## src/rtl/rne_pkg.sv

```systemverilog
`timescale 1ns / 1ps

package rne_pkg;

  localparam int NumWidth      = 13;
  localparam int CharWidth     = 7;
  localparam int RestWidth     = NumWidth - 1;
  localparam int StepCount     = 13;
  localparam int StepWidth     = 4;
  localparam int IdxWidth      = 5;
  localparam int ResultLimit   = 19;
  localparam int MaxCharsDef   = 19;
  localparam int NegLen        = 19;
  localparam int ZeroLen       = 3;

  localparam logic [8*NegLen-1:0]  TextNeg  = "Et cecidit in finem";
  localparam logic [8*ZeroLen-1:0] TextZero = "Nil";

  localparam logic [CharWidth-1:0] NoChar = 7'd0;

  typedef enum logic [1:0] {
    ST_IDLE,
    ST_TEXT,
    ST_SCAN,
    ST_PAIR
  } state_t;

  typedef struct packed {
    logic                 valid;
    logic [CharWidth-1:0] character;
    logic                 last;
  } emit_t;

  function automatic logic [RestWidth-1:0] step_value(input logic [StepWidth-1:0] k);
    logic [RestWidth-1:0] v;
    case (k)
      4'd0:    v = 12'd1000;
      4'd1:    v = 12'd900;
      4'd2:    v = 12'd500;
      4'd3:    v = 12'd400;
      4'd4:    v = 12'd100;
      4'd5:    v = 12'd90;
      4'd6:    v = 12'd50;
      4'd7:    v = 12'd40;
      4'd8:    v = 12'd10;
      4'd9:    v = 12'd9;
      4'd10:   v = 12'd5;
      4'd11:   v = 12'd4;
      default: v = 12'd1;
    endcase
    return v;
  endfunction

  function automatic logic [CharWidth-1:0] step_first(input logic [StepWidth-1:0] k);
    logic [7:0] c;
    case (k)
      4'd0:    c = "M";
      4'd1:    c = "C";
      4'd2:    c = "D";
      4'd3:    c = "C";
      4'd4:    c = "C";
      4'd5:    c = "X";
      4'd6:    c = "L";
      4'd7:    c = "X";
      4'd8:    c = "X";
      4'd9:    c = "I";
      4'd10:   c = "V";
      default: c = "I";
    endcase
    return c[CharWidth-1:0];
  endfunction

  function automatic logic [CharWidth-1:0] step_second(input logic [StepWidth-1:0] k);
    logic [7:0] c;
    case (k)
      4'd1:    c = "M";
      4'd3:    c = "D";
      4'd5:    c = "C";
      4'd7:    c = "L";
      4'd9:    c = "X";
      4'd11:   c = "V";
      default: c = 8'd0;
    endcase
    return c[CharWidth-1:0];
  endfunction

  function automatic logic [CharWidth-1:0] text_char(input logic neg,
                                                     input logic [IdxWidth-1:0] idx);
    logic [7:0] c;
    c = 8'd0;
    if (neg) begin
      if (int'(idx) < NegLen) begin
        c = TextNeg[8*(NegLen-1-int'(idx)) +: 8];
      end
    end else begin
      if (int'(idx) < ZeroLen) begin
        c = TextZero[8*(ZeroLen-1-int'(idx)) +: 8];
      end
    end
    return c[CharWidth-1:0];
  endfunction

endpackage

```

## src/rtl/rne_if.sv

```systemverilog
`timescale 1ns / 1ps

interface rne_in_if;
  logic                               valid;
  logic                               ready;
  logic signed [rne_pkg::NumWidth-1:0] number;

  modport source (output valid, output number, input ready);
  modport sink (input valid, input number, output ready);
endinterface

interface rne_out_if;
  logic                            valid;
  logic                            ready;
  logic [rne_pkg::CharWidth-1:0]   character;
  logic                            last;

  modport source (output valid, output character, output last, input ready);
  modport sink (input valid, input character, input last, output ready);
endinterface

```

## src/rtl/rne_core.sv

```systemverilog
`timescale 1ns / 1ps

module rne_core #(
  parameter int MAX_CHARS = rne_pkg::MaxCharsDef
) (
  input  logic                               clk,
  input  logic                               rst,
  input  logic                               start,
  input  logic signed [rne_pkg::NumWidth-1:0] number,
  input  logic                               can_emit,
  output logic                               idle,
  output rne_pkg::emit_t                     emit
);

  localparam int Cap = (MAX_CHARS > rne_pkg::ResultLimit) ? rne_pkg::ResultLimit :
                       ((MAX_CHARS < 1) ? 1 : MAX_CHARS);

  rne_pkg::state_t                   state, state_next;
  logic [rne_pkg::RestWidth-1:0]     rest, rest_next;
  logic [rne_pkg::StepWidth-1:0]     k, k_next;
  logic [rne_pkg::IdxWidth-1:0]      idx, idx_next;
  logic                              neg, neg_next;

  logic [rne_pkg::RestWidth:0]       diff;
  logic                              borrow;
  logic                              diff_zero;
  logic [rne_pkg::CharWidth-1:0]     second;
  logic                              text_end;

  // The shared subtractor tests and takes away one step value per cycle unless the output stalls.
  assign diff      = {1'b0, rest} - {1'b0, rne_pkg::step_value(k)};
  assign borrow    = diff[rne_pkg::RestWidth];
  assign diff_zero = (diff == '0);
  assign second    = rne_pkg::step_second(k);
  assign text_end  = (idx == (neg ? rne_pkg::IdxWidth'(rne_pkg::NegLen - 1)
                                  : rne_pkg::IdxWidth'(rne_pkg::ZeroLen - 1))) ||
                     (idx == rne_pkg::IdxWidth'(Cap - 1));

  assign idle = (state == rne_pkg::ST_IDLE);

  always_ff @(posedge clk) begin
    if (rst) begin
      state <= rne_pkg::ST_IDLE;
    end else begin
      state <= state_next;
    end
    rest <= rest_next;
    k    <= k_next;
    idx  <= idx_next;
    neg  <= neg_next;
  end

  always_comb begin
    state_next     = state;
    rest_next      = rest;
    k_next         = k;
    idx_next       = idx;
    neg_next       = neg;
    emit.valid     = 1'b0;
    emit.character = rne_pkg::NoChar;
    emit.last      = 1'b0;
    case (state)
      rne_pkg::ST_IDLE: begin
        if (start) begin
          idx_next  = '0;
          k_next    = '0;
          rest_next = number[rne_pkg::RestWidth-1:0];
          neg_next  = number[rne_pkg::NumWidth-1];
          if (number[rne_pkg::NumWidth-1] || (number == '0)) begin
            state_next = rne_pkg::ST_TEXT;
          end else begin
            state_next = rne_pkg::ST_SCAN;
          end
        end
      end
      rne_pkg::ST_TEXT: begin
        if (can_emit) begin
          emit.valid     = 1'b1;
          emit.character = rne_pkg::text_char(neg, idx);
          emit.last      = text_end;
          idx_next       = idx + 1'b1;
          if (text_end) begin
            state_next = rne_pkg::ST_IDLE;
          end
        end
      end
      rne_pkg::ST_SCAN: begin
        if (borrow) begin
          k_next = k + 1'b1;
        end else if (can_emit) begin
          emit.valid     = 1'b1;
          emit.character = rne_pkg::step_first(k);
          emit.last      = diff_zero && (second == rne_pkg::NoChar);
          rest_next      = diff[rne_pkg::RestWidth-1:0];
          if (second != rne_pkg::NoChar) begin
            state_next = rne_pkg::ST_PAIR;
          end else if (diff_zero) begin
            state_next = rne_pkg::ST_IDLE;
          end
        end
      end
      rne_pkg::ST_PAIR: begin
        if (can_emit) begin
          emit.valid     = 1'b1;
          emit.character = second;
          emit.last      = (rest == '0);
          state_next     = (rest == '0) ? rne_pkg::ST_IDLE : rne_pkg::ST_SCAN;
        end
      end
      default: begin
        state_next = rne_pkg::ST_IDLE;
      end
    endcase
  end

endmodule

```

## src/rtl/roman_numeral_encoder.sv

```systemverilog
`timescale 1ns / 1ps

// Channel   Role     Payload
// item      sink     number (13-bit signed)
// result    source   character (7-bit ASCII), last
//
// A number is loaded first; the sequencer then emits its characters in turn,
// passing over step values skipped by the shared subtractor (at most 12).
// A character held in the output register does not stop the sequencer from
// preparing the next one; a stalled result holds the sequencer until taken.
// Reset is synchronous and returns the block to idle with no result pending.

module roman_numeral_encoder #(
  parameter int MAX_CHARS = rne_pkg::MaxCharsDef
) (
  input logic        clk,
  input logic        rst,
  rne_in_if.sink     item,
  rne_out_if.source  result
);

  logic           idle;
  logic           can_emit;
  rne_pkg::emit_t emit;

  logic                          out_valid;
  logic [rne_pkg::CharWidth-1:0] out_character;
  logic                          out_last;

  assign item.ready = idle;
  assign can_emit   = !out_valid || result.ready;

  rne_core #(
    .MAX_CHARS (MAX_CHARS)
  ) u_core (
    .clk      (clk),
    .rst      (rst),
    .start    (item.valid && idle),
    .number   (item.number),
    .can_emit (can_emit),
    .idle     (idle),
    .emit     (emit)
  );

  always_ff @(posedge clk) begin
    if (rst) begin
      out_valid <= 1'b0;
    end else if (emit.valid) begin
      out_valid <= 1'b1;
    end else if (result.ready) begin
      out_valid <= 1'b0;
    end
    if (emit.valid) begin
      out_character <= emit.character;
      out_last      <= emit.last;
    end
  end

  assign result.valid     = out_valid;
  assign result.character = out_character;
  assign result.last      = out_last;

endmodule

```

## src/flat_wrapper.sv

```systemverilog
// flat-port wrapper written by rule: the top's interface ports become plain ports
module roman_numeral_encoder_flat 
#(
  parameter int MAX_CHARS = rne_pkg::MaxCharsDef
)
  (clk, rst, item_valid, item_number, item_ready, result_valid, result_character, result_last, result_ready);
  rne_in_if item_i ();
  rne_out_if result_i ();
  input logic clk;
  input logic rst;
  input wire logic [$bits(item_i.valid)-1:0] item_valid;
  input wire logic [$bits(item_i.number)-1:0] item_number;
  output wire logic [$bits(item_i.ready)-1:0] item_ready;
  output wire logic [$bits(result_i.valid)-1:0] result_valid;
  output wire logic [$bits(result_i.character)-1:0] result_character;
  output wire logic [$bits(result_i.last)-1:0] result_last;
  input wire logic [$bits(result_i.ready)-1:0] result_ready;
  assign item_i.valid = item_valid;
  assign item_i.number = item_number;
  assign item_ready = item_i.ready;
  assign result_valid = result_i.valid;
  assign result_character = result_i.character;
  assign result_last = result_i.last;
  assign result_i.ready = result_ready;
  roman_numeral_encoder #(.MAX_CHARS(MAX_CHARS)) u_core (.clk(clk), .rst(rst), .item(item_i), .result(result_i));
endmodule
```

## config.mk

```make
export PLATFORM = sky130hd
export DESIGN_NAME = roman_numeral_encoder_flat
export DESIGN_NICKNAME = d
export VERILOG_FILES = /design/src/rtl/rne_pkg.sv /design/src/rtl/rne_if.sv /design/src/rtl/rne_core.sv /design/src/rtl/roman_numeral_encoder.sv /design/src/flat_wrapper.sv
export SDC_FILE = /design/constraint.sdc
export NUM_CORES = 1
export LEC_CHECK = 0
export ABC_CLOCK_PERIOD_IN_PS = 3100
export BUFFER_PORTS_ARGS = -buffer_cell sky130_fd_sc_hd__buf_2
export CAP_MARGIN = 25
export CORE_UTILIZATION = 55
export CTS_CLUSTER_SIZE = 28
export DETAILED_ROUTE_END_ITERATION = 12
export PLACE_DENSITY = 0.83
export SLEW_MARGIN = 30
export SYNTH_ARGS = -nofsm -noshare
export SYNTH_HDL_FRONTEND = slang
export SYNTH_SLANG_ARGS = --single-unit
```

## constraint.sdc

```tcl
create_clock -name clk -period 3.1 [get_ports clk]
set_input_delay 0.155 -clock clk [delete_from_list [all_inputs] [get_ports clk]]
set_output_delay 0.155 -clock clk [all_outputs]
set_load 0.01 [all_outputs]
```

Yosys cells after proc, flatten, opt, wreduce, memory -nomap -nowiden --
Memories as Yosys holds them, arrays and structs flattened. A register that Yosys moved wholly into a read port is not among the register bits. Cells that the tools add are included.
Word-level totals: bits of input ports 17, memories 2, register bits after elaboration 33, ROM bits 240
Memory list:
- (name not given) | words 16, width 10, read ports 1, clocked after memory_dff 1, write ports 0, RTL line rne_pkg.sv:36 | case (k)
- (name not given) | words 16, width 5, read ports 1, clocked after memory_dff 1, write ports 0, RTL line rne_pkg.sv:56 | case (k)
Operators by class: $lt $le $gt $ge 2, eq/ne operators 19, shifts and indexed selects 2, multiplexer cells 35, reductions and logical operators 20, add/sub/neg operators 5
Operators by type and width (count):
- variable part select 152 x 9 -> 7 bit, first input constant | 1
- one-hot mux 7 bit (6 select lines) | 1
- two-way mux 12 bit | 3
- two-way mux 9 bit | 4
- one-hot mux 9 bit (3 select lines) | 1
- logical NOT 13 bit | 2
- one-hot mux 12 bit (2 select lines) | 1
- variable part select 24 x 9 -> 7 bit, first input constant | 1
- two-way mux 7 bit | 3
- two-way mux 2 bit | 10
- two-way mux 4 bit | 4
- two-way mux 5 bit | 3
- subtractor 12 x 12 -> 13 bit | 1
- logical NOT 12 bit | 1
- inequality test 2 bit, second input constant | 6
- one-hot mux 5 bit (2 select lines) | 1
- equality test 4 x 3 -> 1 bit, second input constant | 2
- equality test 4 bit, second input constant | 2
- one-hot mux 2 bit (4 select lines) | 1
- one-hot mux 4 bit (2 select lines) | 1
- logical NOT 7 bit | 1
- AND reduction 7 bit | 1
- nonzero test 7 bit | 1
- AND reduction 3 bit | 2
- other kinds (22) | 29

Longest topological paths before layout --
depth after elaboration 8, gate-level depth with buffers 13, mapped depth without buffers 13

Modules after synthesis --
A second synthesis with hierarchy kept.
Unflattened totals: cells, all modules 377, area total of the unflattened synthesis 3330.7 µm²
Modules (own cells, without submodules):
- rne_core | cells an instance 364, area each 3037.9 µm², seq. area each 980.9 µm², instances 1
- roman_numeral_encoder | cells an instance 13, area each 292.8 µm², seq. area each 260.2 µm², instances 1

Worst setup path before layout --
Ideal clock, no wire load.
kind reg2reg, from reg u_core.u_core.rest[8] in the netlist's numbering, to reg with a tool-made name, data required time 2.977 ns, path slack -0.130 ns, library setup time 0.123 ns, data arrival time 3.107 ns, stages on the path, launching flop included 11, cells stage by stage edfxtp_1 > ha_1 > a21o_1 > a211oi_4 > or4b_4 > nor2_4 > mux2i_1 > inv_1 > ha_1 > mux2i_1 > o22ai_1
RTL lines:
- from (decl) | RTL line rne_core.sv:19 | logic [rne_pkg::RestWidth-1:0] rest, rest_next;
- from (signal assigned) | RTL line rne_core.sv:47 | rest <= rest_next;

==> results by group <==
STA
  – Final worst slack: -0.0252 ns
  – Least-Margin Pin Slew: 0.808 ns
  – Final-report hold violation count: 0
  – Clock Skew: 0.00856 ns
  – Fin. max-slew vios: 0
  – Fin Hold WS: 0.0444 ns
  – Max_slew headroom: 0.456
  – Endpoints failing setup: 1
  – Post-route minimum period: 3.13 ns
  – Crit share post-route: 1.01
  – FMAX: 0.320 GHz

Floorplan
  – IO Count: 27
  – Num rows: 27
  – Initial Util: 0.588
  – Area of the die: 6340 sq um
  – Die height: 79.6 um
  – Die X-Extent: 79.6 um
  – Core area: 5640 sq um

Global routing
  – First-pass GRT wire length: 12.8 mm
  – Global routing usage on met3: 0.0480
  – Most crowded layer after global routing: met2
  – Met2 usage in global routing: 0.469
  – Overall routing resource usage: 0.264
  – Vias in the first global route: 2768
  – Largest net degree at the start of global routing: 31
  – Met1 usage in global routing: 0.322
  – Grt total ovfl: 0
  – Initial antenna violation count: 0

Hold path
  – Hold depth: 1
  – Worst Hold End: u_core.u_core.neg
  – Hold Crit Class: primary input to flop
  – Worst Hold Launch: item_number[12]

Yosys
  – Top cells by area, synth: edfxtp_1 27%, dfxtp_1 10%, ha_1 7.2%, o21ai_0 5.0%, nand2_1 4.2%
  – Sequential area share after synthesis: 0.374
  – Netlist cell types: 57
  – Yosys reg bits: 47
  – FFs w/ async S/R, synth: 0
  – Most common flop cell mapped by yosys: edfxtp_1
  – Gate Count Post-Synth: 372
  – Yosys top cell by area: edfxtp_1
  – Number of synthesized flops with an enable pin: 30
  – Post-synthesis average cell area: 8.91 sq um
  – Cell Area, Synth: 3320 sq um
  – Post-Syn Nets: 409
  – Yosys warnings: 0
  – Synth top area share: 0.272

Setup path
  – Delay-heaviest family, CP: simple AND/OR/NAND/NOR gates
  – Crit Path Class: flop to flop
  – CP startpoint kind: flop
  – Crit end category: flop
  – RR Startpoint: u_core.u_core.rest[8]
  – Required time of the worst setup path: 3.29 ns
  – Slowest stage delay, CP: 0.53 ns
  – Worst EP arrival: 3.31 ns
  – CP cell instances: ha_1, a21o_1, a211oi_4, or4b_4, nor2_4, mux2i_4, inv_1, ha_4, mux2i_1, o2bb2ai_1
  – Levels on crit path: 10
  – CP max-delay cell: or4b_4
  – CP bufs+invs: 1
  – Reg2reg path depth: 10
  – FF-to-FF setup slack: -0.03 ns
  – Worst-path maximum fanout: 5

Finish
  – Layout cells sized above 1: 0.187
  – Ant diodes: 0
  – Most common cell after layout, fill and taps aside: nand2_1
  – Most frequent cells in the layout: 37 x nand2_1, 35 x nor2_1, 33 x o21ai_0, 30 x edfxtp_1, 26 x buf_2
  – Layout area overhead: 14.1%
  – Final net count: 447

Clocking
  – CTS buffer count: 5
  – H-tree level count: 2
  – Clock sink count: 47
  – CTS clk-pin slew, worst paths: 0.09 ns
  – CTS tree: yes
  – Clock root cell: clkbuf_8
  – Worst skew pair latency: 0.31 ns
  – Clk buf depth: 2

Detailed routing
  – Initial DRC count: 248
  – First-pass DRT Iterations: 5
  – DRC: 0
  – Via/cell ratio: 6.12
  – Final wirelength: 8.03 mm
  – Antenna Nets Post-Route: 0
  – Routed WL per cell: 16.6 um
  – Vias after detailed routing: 2957

Placement
  – Final Wtd Congestion: 0.897
  – # port buffers: 26
  – Hpwl dp: 5.89 mm

Job
  – Max-Cap Viols: 0

Outcome
  – Violated checks: setup timing
  – Run status: finished with violations
[metrics by stage]
stage,std cells,instance area (sq um),setup slack [ns],util,setup TNS (ns)
floorplan,372,3340,0.0276,-,0
global placement,475,3640,0.227,0.646,0
detailed placement,475,3640,0.0832,0.646,0
CTS,483,3750,0.0281,0.665,0
global route,483,3780,-0.0613,0.671,-0.108
finish,483,3780,-0.0252,0.671,-0.0252
[synth_stat cells, types with 5 or more instances]
master	n
nand2_1	37
nor2_1	35
o21ai_0	33
edfxtp_1	30
a21oi_1	22
ha_1	19
inv_1	18
dfxtp_1	17
nand2b_1	14
clkbuf_1	13
nand3_1	11
xor2_1	11
mux2i_1	9
xnor2_1	9
mux2_2	8
nor2b_1	8
nor4_1	8
nor3_1	7
o22ai_1	5
[per-layer routing]
metal  up-vias  routed length (um)
met1      1399                3330
met5         -                   0
met4         0                 134
li1       1422                   -
met3        14                 527
met2       122                4030
[area by class of cell]
type | instances | area, sq um
Multi-Input combinational cell | 291 | 1980
Fill cell | 473 | 1860
Sequential cell | 47 | 1240
Timing Repair Buffer | 47 | 292
Tap cell | 72 | 90.1
Inverter | 18 | 70.1
Clock buffer | 5 | 68.8
Clock inverter | 3 | 38.8
[how the worst max path moves through the flow]
stage / startpoint / to
after floorplan: u_core.u_core.rest[8] / flop
after global placement: u_core.u_core.rest[8] / flop
after detailed placement: u_core.u_core.rest[8] / flop
after CTS: u_core.u_core.rest[8] / flop
after global routing: u_core.u_core.rest[8] / flop
final: u_core.u_core.rest[8] / flop
[worst register-to-register path, stage by stage, from the launching register on]
cell,delay (ns)
edfxtp_1,0.42
ha_1,0.31
a21o_1,0.21
a211oi_4,0.25
or4b_4,0.53
nor2_4,0.21
mux2i_4,0.27
inv_1,0.18
ha_4,0.23
mux2i_1,0.25
o2bb2ai_1,0.15
[what timing repair did]
action,4_1_cts,5_1_grt
resized for setup,0,6
buffers inserted,0,0
hold buffers,0,0
endpoints found under the setup margin,0,4
[cell families (layout without fill, tap and decap cells)]
group,after synthesis,in the layout,share of synthesized area
multiplexers,18,18,0.0585
XOR/XNOR,20,20,0.0528
flip-flops,47,47,0.374
adder cells (fa/ha/maj),20,20,0.0777
AO/OA/AOI/OAI,96,96,0.189
buffers and inverters,34,73,0.0423
AND/OR/NAND/NOR,137,137,0.205
Power is left out: the tool's default activity adds up to more than one toggle a clock period on the data nets, which glitch-free logic cannot reach.
